## src/sbsp_pkg.sv

```systemverilog
// ----------------------------------------------------------------------------
// Servo bus status packet parser package
// Shared types and constants for the status packet parser.
// ----------------------------------------------------------------------------
package sbsp_pkg;

  localparam logic [7:0]  HeaderByte   = 8'hFF;
  localparam logic [7:0]  MaxParams    = 8'd32;
  localparam logic [7:0]  LenOverhead  = 8'd2;
  localparam logic [15:0] TimeoutReset = 16'd700;

  typedef enum logic [1:0] {
    CmdStart = 2'd0,
    CmdByte  = 2'd1,
    CmdTick  = 2'd2,
    CmdNop   = 2'd3
  } cmd_e;

  typedef enum logic [1:0] {
    OpStart = 2'd0,
    OpByte  = 2'd1,
    OpTick  = 2'd2
  } op_e;

  typedef enum logic {
    KindParam = 1'b0,
    KindEnd   = 1'b1
  } kind_e;

  typedef enum logic [1:0] {
    StOk       = 2'd0,
    StChecksum = 2'd1,
    StLength   = 2'd2,
    StTimeout  = 2'd3
  } status_e;

  typedef struct packed {
    op_e        op;
    logic [7:0] data;
  } entry_t;

  typedef struct packed {
    logic   full;
    logic   valid;
  } q_stat_t;

endpackage

```

## src/sbsp_if.sv

```systemverilog
// ----------------------------------------------------------------------------
// Servo bus status packet parser channels
// Input word channel and result word channel with valid/ready handshake.
// ----------------------------------------------------------------------------
interface sbsp_in_if;
  logic       valid;
  logic       ready;
  logic [1:0] command;
  logic [7:0] rx_byte;

  modport source (output valid, output command, output rx_byte, input ready);
  modport sink   (input valid, input command, input rx_byte, output ready);
endinterface

interface sbsp_out_if;
  logic       valid;
  logic       ready;
  logic       kind;
  logic [1:0] status;
  logic [7:0] node_id;
  logic [7:0] servo_error;
  logic [7:0] param_count;
  logic [7:0] param_index;
  logic [7:0] param_value;

  modport source (output valid, output kind, output status, output node_id,
                  output servo_error, output param_count, output param_index,
                  output param_value, input ready);
  modport sink   (input valid, input kind, input status, input node_id,
                  input servo_error, input param_count, input param_index,
                  input param_value, output ready);
endinterface

```

## src/sbsp_front.sv

```systemverilog
// ----------------------------------------------------------------------------
// Servo bus status packet parser front end
// Accepts input words, decodes the command and hands operations to the queue.
// ----------------------------------------------------------------------------
module sbsp_front (
  sbsp_in_if.sink              rx_i,
  input  sbsp_pkg::q_stat_t    q_stat_i,
  output logic                 push_o,
  output sbsp_pkg::entry_t     push_entry_o
);
  import sbsp_pkg::*;

  cmd_e cmd;

  assign cmd        = cmd_e'(rx_i.command);
  assign rx_i.ready = !q_stat_i.full;

  // Unused command codes are accepted and dropped here.
  always_comb begin
    push_o            = 1'b0;
    push_entry_o.op   = OpStart;
    push_entry_o.data = rx_i.rx_byte;
    unique case (cmd)
      CmdStart: begin
        push_o          = rx_i.valid && !q_stat_i.full;
        push_entry_o.op = OpStart;
      end
      CmdByte: begin
        push_o          = rx_i.valid && !q_stat_i.full;
        push_entry_o.op = OpByte;
      end
      CmdTick: begin
        push_o          = rx_i.valid && !q_stat_i.full;
        push_entry_o.op = OpTick;
      end
      default: begin
        push_o = 1'b0;
      end
    endcase
  end

endmodule

```

## src/sbsp_queue.sv

```systemverilog
// ----------------------------------------------------------------------------
// Servo bus status packet parser queue
// Two-entry queue of decoded operations between the front and back ends.
// ----------------------------------------------------------------------------
module sbsp_queue (
  input  logic                 clk_i,
  input  logic                 rst_ni,
  input  logic                 push_i,
  input  sbsp_pkg::entry_t     push_entry_i,
  input  logic                 pop_i,
  output sbsp_pkg::entry_t     pop_entry_o,
  output sbsp_pkg::q_stat_t    q_stat_o
);
  import sbsp_pkg::*;

  entry_t     mem_q [2];
  logic [1:0] count_q, count_d;
  logic       wr_ptr_q;
  logic       rd_ptr_q;

  assign q_stat_o.full  = (count_q == 2'd2);
  assign q_stat_o.valid = (count_q != 2'd0);
  assign pop_entry_o    = mem_q[rd_ptr_q];

  always_comb begin
    count_d = count_q;
    if (push_i && !pop_i) begin
      count_d = count_q + 2'd1;
    end else if (!push_i && pop_i) begin
      count_d = count_q - 2'd1;
    end
  end

  always_ff @(posedge clk_i) begin
    if (push_i) begin
      mem_q[wr_ptr_q] <= push_entry_i;
    end
  end

  always_ff @(posedge clk_i or negedge rst_ni) begin
    if (!rst_ni) begin
      count_q  <= 2'd0;
      wr_ptr_q <= 1'b0;
      rd_ptr_q <= 1'b0;
    end else begin
      count_q <= count_d;
      if (push_i) begin
        wr_ptr_q <= !wr_ptr_q;
      end
      if (pop_i) begin
        rd_ptr_q <= !rd_ptr_q;
      end
    end
  end

endmodule

```

## src/sbsp_back.sv

```systemverilog
// ----------------------------------------------------------------------------
// Servo bus status packet parser back end
// Runs the packet state machine, checks the checksum and registers results.
// ----------------------------------------------------------------------------
module sbsp_back (
  input  logic                 clk_i,
  input  logic                 rst_ni,
  input  logic                 cfg_we_i,
  input  logic [15:0]          cfg_wdata_i,
  input  sbsp_pkg::q_stat_t    q_stat_i,
  input  sbsp_pkg::entry_t     pop_entry_i,
  output logic                 pop_o,
  sbsp_out_if.source           res_o
);
  import sbsp_pkg::*;

  localparam logic [2:0] PhHdr1  = 3'd0;
  localparam logic [2:0] PhHdr2  = 3'd1;
  localparam logic [2:0] PhId    = 3'd2;
  localparam logic [2:0] PhLen   = 3'd3;
  localparam logic [2:0] PhErr   = 3'd4;
  localparam logic [2:0] PhParam = 3'd5;
  localparam logic [2:0] PhSum   = 3'd6;

  logic        armed_q, armed_d;
  logic [2:0]  phase_q, phase_d;
  logic [7:0]  pos_q, pos_d;
  logic [7:0]  id_q, id_d;
  logic [7:0]  cnt_q, cnt_d;
  logic [7:0]  err_q, err_d;
  logic [7:0]  sum_q, sum_d;
  logic [15:0] ticks_q, ticks_d;
  logic [15:0] limit_q;

  logic        emit;
  kind_e       emit_kind;
  status_e     emit_status;
  logic [7:0]  emit_index;
  logic [7:0]  emit_value;
  logic [7:0]  len_cnt;
  logic [15:0] ticks_inc;

  logic        out_valid_q, out_valid_d;
  logic        out_kind_q;
  logic [1:0]  out_status_q;
  logic [7:0]  out_id_q, out_err_q, out_cnt_q, out_index_q, out_value_q;

  logic [7:0]  b;

  assign b         = pop_entry_i.data;
  assign pop_o     = q_stat_i.valid && (!out_valid_q || res_o.ready);
  assign len_cnt   = b - LenOverhead;
  assign ticks_inc = (ticks_q == 16'hFFFF) ? ticks_q : ticks_q + 16'd1;

  always_comb begin
    armed_d     = armed_q;
    phase_d     = phase_q;
    pos_d       = pos_q;
    id_d        = id_q;
    cnt_d       = cnt_q;
    err_d       = err_q;
    sum_d       = sum_q;
    ticks_d     = ticks_q;
    emit        = 1'b0;
    emit_kind   = KindEnd;
    emit_status = StOk;
    emit_index  = 8'd0;
    emit_value  = 8'd0;
    if (pop_o) begin
      unique case (pop_entry_i.op)
        OpStart: begin
          armed_d = 1'b1;
          phase_d = PhHdr1;
          pos_d   = 8'd0;
          id_d    = 8'd0;
          cnt_d   = 8'd0;
          err_d   = 8'd0;
          sum_d   = 8'd0;
          ticks_d = 16'd0;
        end
        OpTick: begin
          if (armed_q) begin
            ticks_d = ticks_inc;
            if (ticks_inc > limit_q) begin
              emit        = 1'b1;
              emit_status = StTimeout;
              armed_d     = 1'b0;
              phase_d     = PhHdr1;
            end
          end
        end
        OpByte: begin
          if (armed_q) begin
            ticks_d = 16'd0;
            unique case (phase_q)
              PhHdr1: begin
                if (b == HeaderByte) begin
                  phase_d = PhHdr2;
                end
              end
              PhHdr2: begin
                phase_d = (b == HeaderByte) ? PhId : PhHdr1;
              end
              PhId: begin
                id_d    = b;
                sum_d   = b;
                phase_d = PhLen;
              end
              PhLen: begin
                if (len_cnt > MaxParams) begin
                  cnt_d       = 8'd0;
                  emit        = 1'b1;
                  emit_status = StLength;
                  armed_d     = 1'b0;
                  phase_d     = PhHdr1;
                end else begin
                  cnt_d   = len_cnt;
                  sum_d   = sum_q + b;
                  phase_d = PhErr;
                end
              end
              PhErr: begin
                err_d   = b;
                sum_d   = sum_q + b;
                pos_d   = 8'd0;
                phase_d = (cnt_q == 8'd0) ? PhSum : PhParam;
              end
              PhParam: begin
                sum_d      = sum_q + b;
                pos_d      = pos_q + 8'd1;
                if ((pos_q + 8'd1) >= cnt_q) begin
                  phase_d = PhSum;
                end
                emit       = 1'b1;
                emit_kind  = KindParam;
                emit_index = pos_q;
                emit_value = b;
              end
              PhSum: begin
                emit        = 1'b1;
                emit_status = (~sum_q == b) ? StOk : StChecksum;
                armed_d     = 1'b0;
                phase_d     = PhHdr1;
              end
              default: begin
                phase_d = PhHdr1;
              end
            endcase
          end
        end
        default: begin
          armed_d = armed_q;
        end
      endcase
    end
  end

  always_comb begin
    out_valid_d = out_valid_q;
    if (pop_o && emit) begin
      out_valid_d = 1'b1;
    end else if (res_o.ready) begin
      out_valid_d = 1'b0;
    end
  end

  always_ff @(posedge clk_i or negedge rst_ni) begin
    if (!rst_ni) begin
      armed_q     <= 1'b0;
      phase_q     <= PhHdr1;
      pos_q       <= 8'd0;
      id_q        <= 8'd0;
      cnt_q       <= 8'd0;
      err_q       <= 8'd0;
      sum_q       <= 8'd0;
      ticks_q     <= 16'd0;
      limit_q     <= TimeoutReset;
      out_valid_q <= 1'b0;
    end else begin
      armed_q     <= armed_d;
      phase_q     <= phase_d;
      pos_q       <= pos_d;
      id_q        <= id_d;
      cnt_q       <= cnt_d;
      err_q       <= err_d;
      sum_q       <= sum_d;
      ticks_q     <= ticks_d;
      out_valid_q <= out_valid_d;
      if (cfg_we_i) begin
        limit_q <= cfg_wdata_i;
      end
    end
  end

  always_ff @(posedge clk_i) begin
    if (pop_o && emit) begin
      out_kind_q   <= emit_kind;
      out_status_q <= emit_status;
      out_id_q     <= id_d;
      out_err_q    <= err_d;
      out_cnt_q    <= cnt_d;
      out_index_q  <= emit_index;
      out_value_q  <= emit_value;
    end
  end

  assign res_o.valid       = out_valid_q;
  assign res_o.kind        = out_kind_q;
  assign res_o.status      = out_status_q;
  assign res_o.node_id     = out_id_q;
  assign res_o.servo_error = out_err_q;
  assign res_o.param_count = out_cnt_q;
  assign res_o.param_index = out_index_q;
  assign res_o.param_value = out_value_q;

endmodule

```

## src/servo_bus_status_packet_parser.sv

```systemverilog
// ----------------------------------------------------------------------------
// Servo bus status packet parser
// Parses status packets byte by byte and reports parameters and end status.
// ----------------------------------------------------------------------------
// The parser takes one input word per clock cycle while the queue is not
// full. A decoder feeds a two-word queue, and the packet state machine
// behind it handles one word per cycle, so the sustained rate is one word
// per cycle as long as results are taken. An accepted word is written into
// the queue, and its result is then registered in an output register. The
// timeout limit register may be written only while no word is in flight.
module servo_bus_status_packet_parser (
  input  logic        clk_i,
  input  logic        rst_ni,
  input  logic        cfg_we_i,
  input  logic [15:0] cfg_wdata_i,
  sbsp_in_if.sink     rx_i,
  sbsp_out_if.source  res_o
);
  import sbsp_pkg::*;

  logic    push;
  logic    pop;
  entry_t  push_entry;
  entry_t  pop_entry;
  q_stat_t q_stat;

  sbsp_front u_front (
    .rx_i         (rx_i),
    .q_stat_i     (q_stat),
    .push_o       (push),
    .push_entry_o (push_entry)
  );

  sbsp_queue u_queue (
    .clk_i        (clk_i),
    .rst_ni       (rst_ni),
    .push_i       (push),
    .push_entry_i (push_entry),
    .pop_i        (pop),
    .pop_entry_o  (pop_entry),
    .q_stat_o     (q_stat)
  );

  sbsp_back u_back (
    .clk_i       (clk_i),
    .rst_ni      (rst_ni),
    .cfg_we_i    (cfg_we_i),
    .cfg_wdata_i (cfg_wdata_i),
    .q_stat_i    (q_stat),
    .pop_entry_i (pop_entry),
    .pop_o       (pop),
    .res_o       (res_o)
  );

endmodule

```

## src/flat_wrapper.sv

```systemverilog
// flat-port wrapper written by rule: the top's interface ports become plain ports
module servo_bus_status_packet_parser_flat import sbsp_pkg::*;
  (clk_i, rst_ni, cfg_we_i, cfg_wdata_i, rx_i_valid, rx_i_command, rx_i_rx_byte, rx_i_ready, res_o_valid, res_o_kind, res_o_status, res_o_node_id, res_o_servo_error, res_o_param_count, res_o_param_index, res_o_param_value, res_o_ready);
  sbsp_in_if rx_i_i ();
  sbsp_out_if res_o_i ();
  input  logic clk_i;
  input  logic rst_ni;
  input  logic cfg_we_i;
  input  logic [15:0] cfg_wdata_i;
  input wire logic [$bits(rx_i_i.valid)-1:0] rx_i_valid;
  input wire logic [$bits(rx_i_i.command)-1:0] rx_i_command;
  input wire logic [$bits(rx_i_i.rx_byte)-1:0] rx_i_rx_byte;
  output wire logic [$bits(rx_i_i.ready)-1:0] rx_i_ready;
  output wire logic [$bits(res_o_i.valid)-1:0] res_o_valid;
  output wire logic [$bits(res_o_i.kind)-1:0] res_o_kind;
  output wire logic [$bits(res_o_i.status)-1:0] res_o_status;
  output wire logic [$bits(res_o_i.node_id)-1:0] res_o_node_id;
  output wire logic [$bits(res_o_i.servo_error)-1:0] res_o_servo_error;
  output wire logic [$bits(res_o_i.param_count)-1:0] res_o_param_count;
  output wire logic [$bits(res_o_i.param_index)-1:0] res_o_param_index;
  output wire logic [$bits(res_o_i.param_value)-1:0] res_o_param_value;
  input wire logic [$bits(res_o_i.ready)-1:0] res_o_ready;
  assign rx_i_i.valid = rx_i_valid;
  assign rx_i_i.command = rx_i_command;
  assign rx_i_i.rx_byte = rx_i_rx_byte;
  assign rx_i_ready = rx_i_i.ready;
  assign res_o_valid = res_o_i.valid;
  assign res_o_kind = res_o_i.kind;
  assign res_o_status = res_o_i.status;
  assign res_o_node_id = res_o_i.node_id;
  assign res_o_servo_error = res_o_i.servo_error;
  assign res_o_param_count = res_o_i.param_count;
  assign res_o_param_index = res_o_i.param_index;
  assign res_o_param_value = res_o_i.param_value;
  assign res_o_i.ready = res_o_ready;
  servo_bus_status_packet_parser u_core (.clk_i(clk_i), .rst_ni(rst_ni), .cfg_we_i(cfg_we_i), .cfg_wdata_i(cfg_wdata_i), .rx_i(rx_i_i), .res_o(res_o_i));
endmodule
```

## config.mk

```make
export PLATFORM = sky130hd
export DESIGN_NAME = servo_bus_status_packet_parser_flat
export DESIGN_NICKNAME = d
export VERILOG_FILES = /design/src/sbsp_pkg.sv /design/src/sbsp_if.sv /design/src/sbsp_front.sv /design/src/sbsp_queue.sv /design/src/sbsp_back.sv /design/src/servo_bus_status_packet_parser.sv /design/src/flat_wrapper.sv
export SDC_FILE = /design/constraint.sdc
export NUM_CORES = 1
export LEC_CHECK = 0
export BUFFER_PORTS_ARGS = -buffer_cell sky130_fd_sc_hd__buf_4
export CAP_MARGIN = 20
export CORE_UTILIZATION = 52
export DETAILED_ROUTE_END_ITERATION = 10
export PLACE_DENSITY = 0.75
export SLEW_MARGIN = 20
export SYNTH_ARGS = -nofsm -noshare
export SYNTH_HDL_FRONTEND = slang
export SYNTH_SLANG_ARGS = --single-unit
```

## constraint.sdc

```tcl
create_clock -name clk_i -period 14 [get_ports clk_i]
set_clock_uncertainty 0.2 [all_clocks]
set_input_delay 1.4 -clock clk_i [delete_from_list [all_inputs] [get_ports clk_i]]
set_output_delay 1.4 -clock clk_i [all_outputs]
set_load 0.02 [all_outputs]
```

# Yosys cells after proc, flatten, opt, wreduce, memory -nomap -nowiden
# Memories as Yosys holds them, arrays and structs flattened.
# Index checks and enable logic that the tools add are counted.
[word_totals] register_bits=124 latchBits=0 mem_bits_rw=20 rom_bits=0 inputBits=31 out_inout_bits=45 elab_cells=147 n_memories=1
[op_classes] n_addsub=6 multipliers=0 div_mod_pow=0 n_lt_le_gt_ge=3 n_eq_ne=22 n_shift=0 muxes=63 bitwise_logic=1 n_reduce_logical=31
[memory_table] name="u_core.u_queue.mem_q" words=2 width=10 rd=1 rd_clocked_by_memory_dff=0 write_ports=1 line_no="sbsp_queue.sv:16" source="entry_t mem_q [2];"
[ops] op="2-to-1 mux 8 bit" n=13
[ops] op="case mux 8 bit (2 select lines)" n=6
[ops] op="2-to-1 mux 16 bit" n=3
[ops] op="case mux 16 bit (3 select lines)" n=1
[ops] op="case mux 8 bit (3 select lines)" n=1
[ops] op="2-to-1 mux 3 bit" n=6
[ops] op="case mux 3 bit (6 select lines)" n=1
[ops] op="adder 16 x 1 -> 16 bit (second input constant)" n=1
[ops] op="== test 16 bit (second input constant)" n=1
[ops] op="> comparator 16 bit" n=1
[ops] op="2-to-1 mux 1 bit" n=16
[ops] op="2-to-1 mux 2 bit" n=8
[ops] op="case mux 2 bit (2 select lines)" n=3
[ops] op="AND reduction 4 bit" n=3
[ops] op="== test 3 bit (second input constant)" n=3
[ops] op="inequality test 3 bit (second input constant)" n=3
[ops] op="case mux 3 bit (3 select lines)" n=1
[ops] op="adder 8 x 1 -> 8 bit (second input constant)" n=1
[ops] op="adder 8 bit" n=1
[ops] op="== test 8 bit" n=1
[ops] op="== test 8 bit (second input constant)" n=1
[ops] op=">= comparator 8 bit" n=1
[ops] op="> comparator 8 x 6 -> 1 bit (second input constant)" n=1
[ops] op="zero test 8 bit" n=1
[ops] op="26 further kinds" n=48

# Depth between registers and ports, before layout
# Gate-level depths: netlist of the first run.
# An unclocked memory read counts as a cell.
[logic_depth] word_depth=10 ltp_mapped=15 depth_no_buf=14

# Cells and area by module
# A second synthesis of the first run with hierarchy kept.
[unflattened] cells_unflattened=679 hier_area_um2=7424.6
[modules_own_cells] module="sbsp_back" instances=1 cells_each=619 area_per_inst_um2=6383.6 seq_area_each_um2=3225.6
[modules_own_cells] module="sbsp_queue" instances=1 cells_each=47 area_per_inst_um2=949.7 seq_area_each_um2=700.7
[modules_own_cells] module="sbsp_front" instances=1 cells_each=13 area_per_inst_um2=91.3 seq_area_each_um2=0.0

# Worst setup path before layout of the first run
# Ideal clock, no wire load.
[synth_path] path_kind="register to register" from="register u_core.u_back.ticks_q[3]" to="register u_core.u_back.out_kind_q, in the netlist u_core.u_back.res_o.kind, enable pin" setup_ps=398 arrival_time_ps=3838 required_time_ps=13402 slack_ps=9563 path_stages_with_launch=13 n_path_buf=1 period_less_slack_ps=4437 path_cell_list="dfrtp_1 -> clkbuf_1 -> nand4_1 -> nor4_1 -> nand2_1 -> or3_1 -> a21boi_0 -> ha_1 -> nand4_1 -> nor4_1 -> a21oi_1 -> a21oi_1 -> o211a_1"
[synth_via] elab_chain_cells=8 elab_cells_between_ends=9 cone_classes="1 x add/sub; 1 x order compare; 1 x eq/ne; 5 x mux; 1 x reduce/logical"
[synth_rtl] element="start, declared" line_no="sbsp_back.sv:32" source="logic [15:0] ticks_q, ticks_d;"
[synth_rtl] element="start signal, assigned" line_no="sbsp_back.sv:187" source="ticks_q <= ticks_d;"
[synth_rtl] element="adder 16 x 1 -> 16 bit / == test 16 bit (equally long branches)" line_no="sbsp_back.sv:53" source="assign ticks_inc = (ticks_q == 16'hFFFF) ? ticks_q : ticks_q + 16'd1;"
[synth_rtl] element="2-to-1 mux 16 bit (*)" line_no="sbsp_back.sv:53"
[synth_rtl] element="> comparator 16 bit (*)" line_no="sbsp_back.sv:84" source="if (ticks_inc > limit_q) begin"
[synth_rtl] element="2-to-1 mux 1 bit (*)" line_no="sbsp_back.sv:84"
[synth_rtl] element="2-to-1 mux 1 bit (*)" line_no="sbsp_back.sv:82" source="if (armed_q) begin"
[synth_rtl] element="case mux 1 bit (2 select lines) (*)" line_no="sbsp_back.sv:70" source="unique case (pop_entry_i.op)"
[synth_rtl] element="2-to-1 mux 1 bit (*)" line_no="sbsp_back.sv:69" source="if (pop_o) begin"
[synth_rtl] element="logical AND 1 bit (*)" line_no="sbsp_back.sv:196" source="if (pop_o && emit) begin"
[synth_rtl] element="end signal, assigned" line_no="sbsp_back.sv:197" source="out_kind_q <= emit_kind;"
[synth_rtl] element="end, declared" line_no="sbsp_back.sv:44" source="logic out_kind_q;"
# Every way passes the cells marked *; elsewhere a longest branch is shown, timed or not.
# A chain may end at the register's enable or synchronous reset.

# Worst setup path in the final report of the first run
[layout_path] from="register u_core.u_queue.rd_ptr_q" to="register u_core.u_back.out_index_q[7], in the netlist u_core.u_back.res_o.param_index[7], enable pin"
[layout_via] elab_chain_cells=9 elab_cells_between_ends=11 cone_classes="1 x add/sub; 1 x order compare; 2 x eq/ne; 5 x mux; 1 x reduce/logical; 1 x memory"
[layout_rtl] element="start, declared" line_no="sbsp_queue.sv:19" source="logic rd_ptr_q;"
[layout_rtl] element="start signal, assigned" line_no="sbsp_queue.sv:51" source="rd_ptr_q <= !rd_ptr_q;"
[layout_rtl] element="memory (2 x 10 bit) (*)"
[layout_rtl] element="subtractor 8 x 2 -> 8 bit" line_no="sbsp_back.sv:52" source="assign len_cnt = b - LenOverhead;"
[layout_rtl] element="> comparator 8 x 6 -> 1 bit" line_no="sbsp_back.sv:110" source="if (len_cnt > MaxParams) begin"
[layout_rtl] element="2-to-1 mux 1 bit" line_no="sbsp_back.sv:110"
[layout_rtl] element="case mux 1 bit (2 select lines)" line_no="sbsp_back.sv:95" source="unique case (phase_q)"
[layout_rtl] element="2-to-1 mux 1 bit" line_no="sbsp_back.sv:93" source="if (armed_q) begin"
[layout_rtl] element="case mux 1 bit (2 select lines) (*)" line_no="sbsp_back.sv:70"
[layout_rtl] element="2-to-1 mux 1 bit (*)" line_no="sbsp_back.sv:69"
[layout_rtl] element="logical AND 1 bit (*)" line_no="sbsp_back.sv:196"
[layout_rtl] element="end signal, assigned" line_no="sbsp_back.sv:202" source="out_index_q <= emit_index;"
[layout_rtl] element="end, declared" line_no="sbsp_back.sv:46" source="logic [7:0] out_id_q, out_err_q, out_cnt_q, out_index_q, out_value_q;"
# Marks and branches as above.

==> key figures, run 1 <==
Clocking
  • Root Buffer: clkbuf_16
  • CTS buffer count: 17
  • CTS tree: done
  • Clock sink total: 144
  • CTS-repair resized insts: 0
  • Setup bufs post-CTS: 0
  • Worst-skew pair later-pin latency: 0.43 ns
  • CTS hold repair buffers: 0
  • Worst-path clk slew: 0.06 ns
  • Maximum buffer depth of the clock tree: 2
  • Htree depth: 4

Drt
  • Drt first pass iters: 5
  • Initial DRC count: 593
  • Antenna-violating nets left: 0
  • Post-Route WL: 16.4 mm
  • Residual DRC: 0
  • Drt via density: 5.79
  • Detailed-route wire length per cell: 17.0 µm
  • Detailed-route via count: 5571

Synthesis
  • Cell variety after synth: 65
  • Count leader, synth: dfrtp_1
  • Largest cells by area after synthesis: edfxtp_1 26%, dfrtp_1 25%, ha_1 6.5%
  • Synth cell count leaders: 75 x dfrtp_1, 72 x nand2_1, 63 x edfxtp_1
  • Total number of yosys warnings: 0
  • Synth Cell Area: 7360 µm²
  • Sequential share of the synthesized area: 53.3%
  • Synth Net Count: 763
  • Synth Flop Type: dfrtp_1
  • Avg Cell Area, Syn: 10.6 µm²
  • Synthesized flop and latch total: 144
  • Syn Inst Count: 693
  • Synth top area share: 25.7%
  • Post-synth top area cell: edfxtp_1
  • Post-synthesis async set-or-reset flop share: 56.3%
  • EDFF count, synth: 63

Finish
  • Post-Layout Cell Count: 963
  • NumNets Final: 840
  • Layout cells sized above 1: 17.0%
  • FILL cells: 1060
  • Diode count: 0
  • Regs by FF count: u_core.u_queue.mem_q x20, u_core.u_back.limit_q x16, u_core.u_back.ticks_q x16
  • Layout area overhead: 18.0%
  • Post-layout util: 62.8%
  • Largest register FFs: 20
  • Register name with the most flops: u_core.u_queue.mem_q

Run
  • Max Cap Viol: 0

STA
  • Fin. max-slew vios: 0
  • Final period utilization: 33.4%
  • Slew @ Worst Pin: 1.07 ns
  • Total Neg Setup Slack: 0 ns
  • Max Freq: 0.214 GHz
  • Final WS setup: 9.32 ns
  • Final hold viol count: 0
  • Final setup violation count: 0
  • RSZ-0062 raised after global routing: no
  • Slew headroom: 28.2%
  • Fin crit period: 4.68 ns

Floorplan
  • Die area: 14600 µm²
  • Die Ht: 121 µm
  • Core ar.: 13800 µm²
  • Die width: 121 µm
  • Number of I/O pins: 76
  • FP Rows: 43
  • Starting density of the core: 53.2%

Critical path
  • Crit path arrival time: 4.55 ns
  • Crit path to: u_core.u_back.res_o.param_index[7]
  • Worst Setup SP: u_core.u_queue.rd_ptr_q
  • WP data required: 13.87 ns
  • R2R setup slack: 9.32 ns
  • Crit start category: flop
  • Reg2reg end: u_core.u_back.res_o.param_index[7]
  • Crit Path Category: flop to flop
  • Critical Path Fanout Max: 44
  • CP Capture Type: flop
  • Worst r2r src: u_core.u_queue.rd_ptr_q
  • Worst r2r path cells: 8

Place
  • DPL Wire Length: 11.3 mm
  • Routability cong.: 0.906
  • DP Cell Count: 931
  • Port-buffer cells: 75
  • DP Worst Slack: 8.99 ns

Global routing
  • Largest net degree at the start of global routing: 50
  • Initial antenna violation count: 0
  • All-Layer GR Usage: 23.8%
  • First-pass GRT wire length: 27.0 mm
  • GRT overflow: 0
  • Number of global-route vias before repair: 5509

Pwr
  • Power per cell area: 169 nW/µm²
  • Switching part of the total power: 36.8%
  • P_sw: 539 µW
  • Comb power frac: 31.4%
  • Clk pwr share: 31.2%
  • Peak supply drop: 0.0879 mV
  • Seq pwr share: 37.4%
  • LEAKAGE: 3.87 nW
  • Cell Int Power: 926 µW
  • Total Power: 1.46 mW

Worst hold path
  • Worst hold path type: flop to flop
  • Min-delay src: u_core.u_queue.wr_ptr_q

Status
  • Run status: complete, no violations
-- cells in the final DEF, fill, tap and decap left out, drive strengths merged, types with 3 or more instances in the layout --
master,synthesis,final
edfxtp,63,63
and3,11,11
xor2,14,14
dfrtp,75,75
nand4,14,14
nor3,7,7
a21o,8,8
nand2,73,73
or4,3,3
or3,4,4
clkinv,1,3
nor4,4,4
nand3,16,16
o31ai,3,3
buf,7,78
nor3b,3,3
a21oi,30,30
o211ai,3,3
mux2,5,5
nor2b,7,7
inv,44,54
ha,38,38
nand2b,8,8
o21ai,54,54
mux2i,17,17
xnor2,18,18
a22o,13,13
o21a,6,6
and2,14,14
a211oi,18,18
dfstp,6,6
clkbuf,13,17
nor2,63,63
-- kinds of logic after synthesis --
| family | synth area share [%] |
|---|---|
| mux | 3.13 |
| flops | 53.3 |
| buf+inv | 3.47 |
| compound gates | 13.8 |
| simple gates | 15.8 |
| fa+ha+maj | 6.73 |
| xor+xnor | 3.81 |
-- stage by stage --
stage	instance area (µm²)	hold slack [ns]
floorplan	7360	0.260
global placement	8090	0.279
detailed placement	8090	0.287
CTS	8680	0.299
global route	8690	0.325
finish	8690	0.295
-- how the worst min path moves through the flow --
stage,endpoint,slack (ns),cells past startpoint
final,u_core.u_queue.wr_ptr_q,0.30,1
after global routing,u_core.u_queue.wr_ptr_q,0.32,1
after CTS,u_core.u_queue.wr_ptr_q,0.30,1
after detailed placement,u_core.u_queue.wr_ptr_q,0.29,1
after global placement,u_core.u_queue.wr_ptr_q,0.28,1
after floorplan,u_core.u_queue.wr_ptr_q,0.26,1
-- worst max-delay path: stages (launching register included) --
cell,delay (ns)
dfrtp_1,0.92
mux2i_1,0.70
ha_1,0.35
or4bb_1,0.55
nand3_1,0.16
a2111oi_4,0.10
o32ai_2,0.49
a221o_1,0.25
o211a_4,0.57
-- metal layers --
layer	GRT usage, %	routed length [µm]	up-vias
met3	5.31	831	26
met4	8.64	292	0
li1	-	-	2656
met5	0	0	-
met2	38.6	8010	180
met1	31.4	7250	2709
-- power by group through the flow --
stage / clock network (mW) / registers [mW] / logic, mW
after floorplan: 0 / 0.557 / 0.310
after global placement: 0 / 0.551 / 0.438
after detailed placement: 0 / 0.555 / 0.451
after CTS: 0.462 / 0.547 / 0.455
after global routing: 0.480 / 0.554 / 0.506
final: 0.457 / 0.547 / 0.460
-- layout make-up --
type / count / area [µm²] / area share [%]
well taps: 180 / 225 / 2.59
inverters: 45 / 169 / 1.94
flip-flops and latches: 144 / 3930 / 45.2
clock buffers: 17 / 425 / 4.90
repair buffers: 78 / 586 / 6.74
multi-input cells: 484 / 3190 / 36.7
clock inverters: 15 / 165 / 1.90
(Power assumes the default switching activity.)
==> run 2: changes to the inputs <==
Settings changed: PLACE_DENSITY 0.75 to 0.78.
Clock period 14 ns to 4.29 ns, I/O delays scaled along.
==> key figures, run 2 (synthesis results as in run 1) <==
Floorplan
  • FP Rows: 43 (unchanged)
  • Die Ht: 121 µm (unchanged)
  • Die width: 121 µm (unchanged)
  • Core ar.: 13800 µm² (unchanged)
  • Die area: 14600 µm² (unchanged)
  • Starting density of the core: 53.2% (unchanged)
  • Number of I/O pins: 76 (unchanged)

Finish
  • Regs by FF count: u_core.u_queue.mem_q x20, u_core.u_back.limit_q x16, u_core.u_back.ticks_q x16 (unchanged)
  • Commonest non-fill, non-tap cell in the layout: buf_4 (unchanged)
  • Layout area overhead: 21.7% (was 18.0%)
  • Register name with the most flops: u_core.u_queue.mem_q (unchanged)
  • Layout cells sized above 1: 19.1% (was 17.0%)
  • Post-layout util: 64.8% (was 62.8%)
  • Commonest cells after routing, fill and taps aside: 93 x buf_4, 75 x dfrtp_1, 72 x nand2_1 (was 78 x buf_4, 75 x dfrtp_1, 72 x nand2_1)
  • Post-Layout Cell Count: 992 (was 963)
  • NumNets Final: 869 (was 840)
  • Diode count: 0 (unchanged)
  • Post-route design area: 8950 µm² (was 8690 µm²)
  • FILL cells: 1036 (was 1060)
  • Largest register FFs: 20 (unchanged)

Pwr
  • Peak supply drop: 0.293 mV (was 0.0879 mV)
  • Power per cell area: 537 nW/µm² (was 169 nW/µm²)
  • LEAKAGE: 3.99 nW (was 3.87 nW)

STA
  • Total Neg Setup Slack: 0 ns (unchanged)
  • Slew @ Worst Pin: 1.04 ns (was 1.07 ns)
  • Max Freq: 0.242 GHz (was 0.214 GHz)
  • Final WS setup: 0.160 ns (was 9.32 ns)
  • Final setup violation count: 0 (unchanged)
  • Fin. max-slew vios: 0 (unchanged)
  • Fin crit period: 4.13 ns (was 4.68 ns)
  • Final period utilization: 96.3% (was 33.4%)
  • Slew headroom: 28.7% (was 28.2%)
  • Final hold viol count: 0 (unchanged)

Drt
  • Residual DRC: 0 (unchanged)
  • Initial DRC count: 562 (was 593)
  • Detailed-route via count: 5692 (was 5571)
  • Antenna-violating nets left: 0 (unchanged)
  • Drt first pass iters: 4 (was 5)
  • Post-Route WL: 16.8 mm (was 16.4 mm)
  • Drt via density: 5.74 (was 5.79)
  • Detailed-route wire length per cell: 17.0 µm (about the same)

Place
  • DPL Wire Length: 11.5 mm (was 11.3 mm)
  • Post-DP Area: 8200 µm² (was 8090 µm²)
  • Routability cong.: 0.880 (was 0.906)
  • DP Worst Slack: 0.0831 ns (was 8.99 ns)
  • Port-buffer cells: 75 (unchanged)
  • DP Cell Count: 945 (was 931)

Critical path
  • WP data required: 4.21 ns (was 13.87 ns)
  • Max incr delay on CP: 0.47 ns (was 0.92 ns)
  • Slowest cell on the critical path: dfrtp_1 (unchanged)
  • Cell family with most CP delay: simple AND/OR/NAND/NOR gates (was compound AO/OA/AOI/OAI gates)
  • Critical Path Fanout Max: 44 (unchanged)
  • Crit path arrival time: 4.05 ns (was 4.55 ns)
  • Crit Path Category: flop to flop (unchanged)
  • Worst path cell trace: nand4_1 > buf_4 > nor4_2 > and3_1 > nand3b_1 > o21a_1 > ha_1 > nand4_1 > nor4_2 > a21oi_1 > a21oi_2 > o211a_2 > buf_12 (was mux2i_1 > ha_1 > or4bb_1 > nand3_1 > a2111oi_4 > o32ai_2 > a221o_1 > o211a_4)
  • Worst Path Buf+Inv: 2 (was 0)
  • Crit start category: flop (unchanged)
  • CP Capture Type: flop (unchanged)

Global routing
  • First-pass GRT wire length: 27.7 mm (was 27.0 mm)
  • Number of global-route vias before repair: 5654 (was 5509)
  • Initial antenna violation count: 0 (unchanged)
  • GRT overflow: 0 (unchanged)
  • Largest net degree at the start of global routing: 62 (was 50)
  • All-Layer GR Usage: 24.5% (was 23.8%)

Run
  • Max Cap Viol: 0 (unchanged)

Worst hold path
  • Worst hold path type: primary input to flop (was flop to flop)

Clocking
  • CTS tree: done (unchanged)
  • Worst-path clk slew: 0.07 ns (was 0.06 ns)
  • Root Buffer: clkbuf_16 (unchanged)
  • Clock sink total: 144 (unchanged)
  • CTS buffer count: 17 (unchanged)
  • Htree depth: 4 (unchanged)
  • Worst-skew pair later-pin latency: 0.43 ns (about the same)
  • Maximum buffer depth of the clock tree: 2 (unchanged)

Status
  • Run status: complete, no violations (unchanged)
==> run 2: cell count changes in the layout (fill, tap and decap cells not counted), sizes merged <==
| cell | previous run | this run |
|---|---|---|
| dlygate4sd3 | 0 | 13 |
| buf | 78 | 94 |
| clkbuf | 17 | 18 |
| bufinv | 1 | 0 |
| clkinv | 3 | 2 |
| inv | 54 | 55 |
==> run 2: per-stage QoR <==
stage / hold slack (ns) / power, mW
3_5_place_dp: 0.285 / 3.35
5_1_grt: 0.0165 / 5.04
2_1_floorplan: -0.0666 / 2.83
6_report: 0.00514 / 4.81
3_3_place_gp: 0.276 / 3.30
4_1_cts: 0.00228 / 4.80
==> run 2: final cells by class <==
type / instances / area (µm²) / share of cell area (%)
sequential: 144 / 3930 / 43.8
multi-input combinational: 484 / 3210 / 35.9
timing repair buffer: 107 / 848 / 9.47
clock buffer: 18 / 439 / 4.90
tap: 180 / 225 / 2.52
inverter: 45 / 169 / 1.89
clock inverter: 14 / 133 / 1.48
==> run 2: repair_timing <==
action | 4_1_cts | 5_1_grt
endpoints found under the setup margin | 0 | 48
hold endpoints to repair | 74 | 0
setup buffers | 0 | 2
hold buffers | 13 | 0
gates resized for setup | 0 | 6
==> run 2: final timing paths <==
kind,from,to,slack [ns],cells after the start
worst max-delay path,u_core.u_back.ticks_q[3],u_core.u_back.res_o.servo_error[4],0.16,13
worst min-delay path,cfg_wdata_i[8],u_core.u_back.limit_q[8],0.005,3
worst max register to register,u_core.u_back.ticks_q[3],u_core.u_back.res_o.servo_error[4],0.16,13
worst min register to register,u_core.u_queue.wr_ptr_q,u_core.u_queue.wr_ptr_q,0.29,1
max in group asynchronous,rst_ni,u_core.u_back.ticks_q[15],2.65,3
min in group asynchronous,rst_ni,u_core.u_back.err_q[6],0.44,2
==> run 2: power breakdown <==
group / internal [mW] / switching [mW]
Sequential: 1.64 / 0.113
Clock: 0.786 / 0.658
Combinational: 0.614 / 0.996
==> run 2: layer usage <==
layer | routed length [µm] | part of all wire, % | vias to the layer above | GRT usage [%]
met3 | 712 | 4.2 | 36 | 3.99
met5 | 0 | 0 | - | 0
li1 | - | - | 2698 | -
met1 | 7220 | 43 | 2792 | 30.4
met2 | 8460 | 50 | 166 | 42.1
met4 | 437 | 2.6 | 0 | 11.0
==> run 2: worst reg2reg max path: stages, from the launching register on <==
cell and delay, ns:
dfrtp_1 0.47, nand4_1 0.28, buf_4 0.23, nor4_2 0.42
and3_1 0.28, nand3b_1 0.12, o21a_1 0.12, ha_1 0.29
nand4_1 0.18, nor4_2 0.33, a21oi_1 0.12, a21oi_2 0.26
o211a_2 0.24, buf_12 0.23
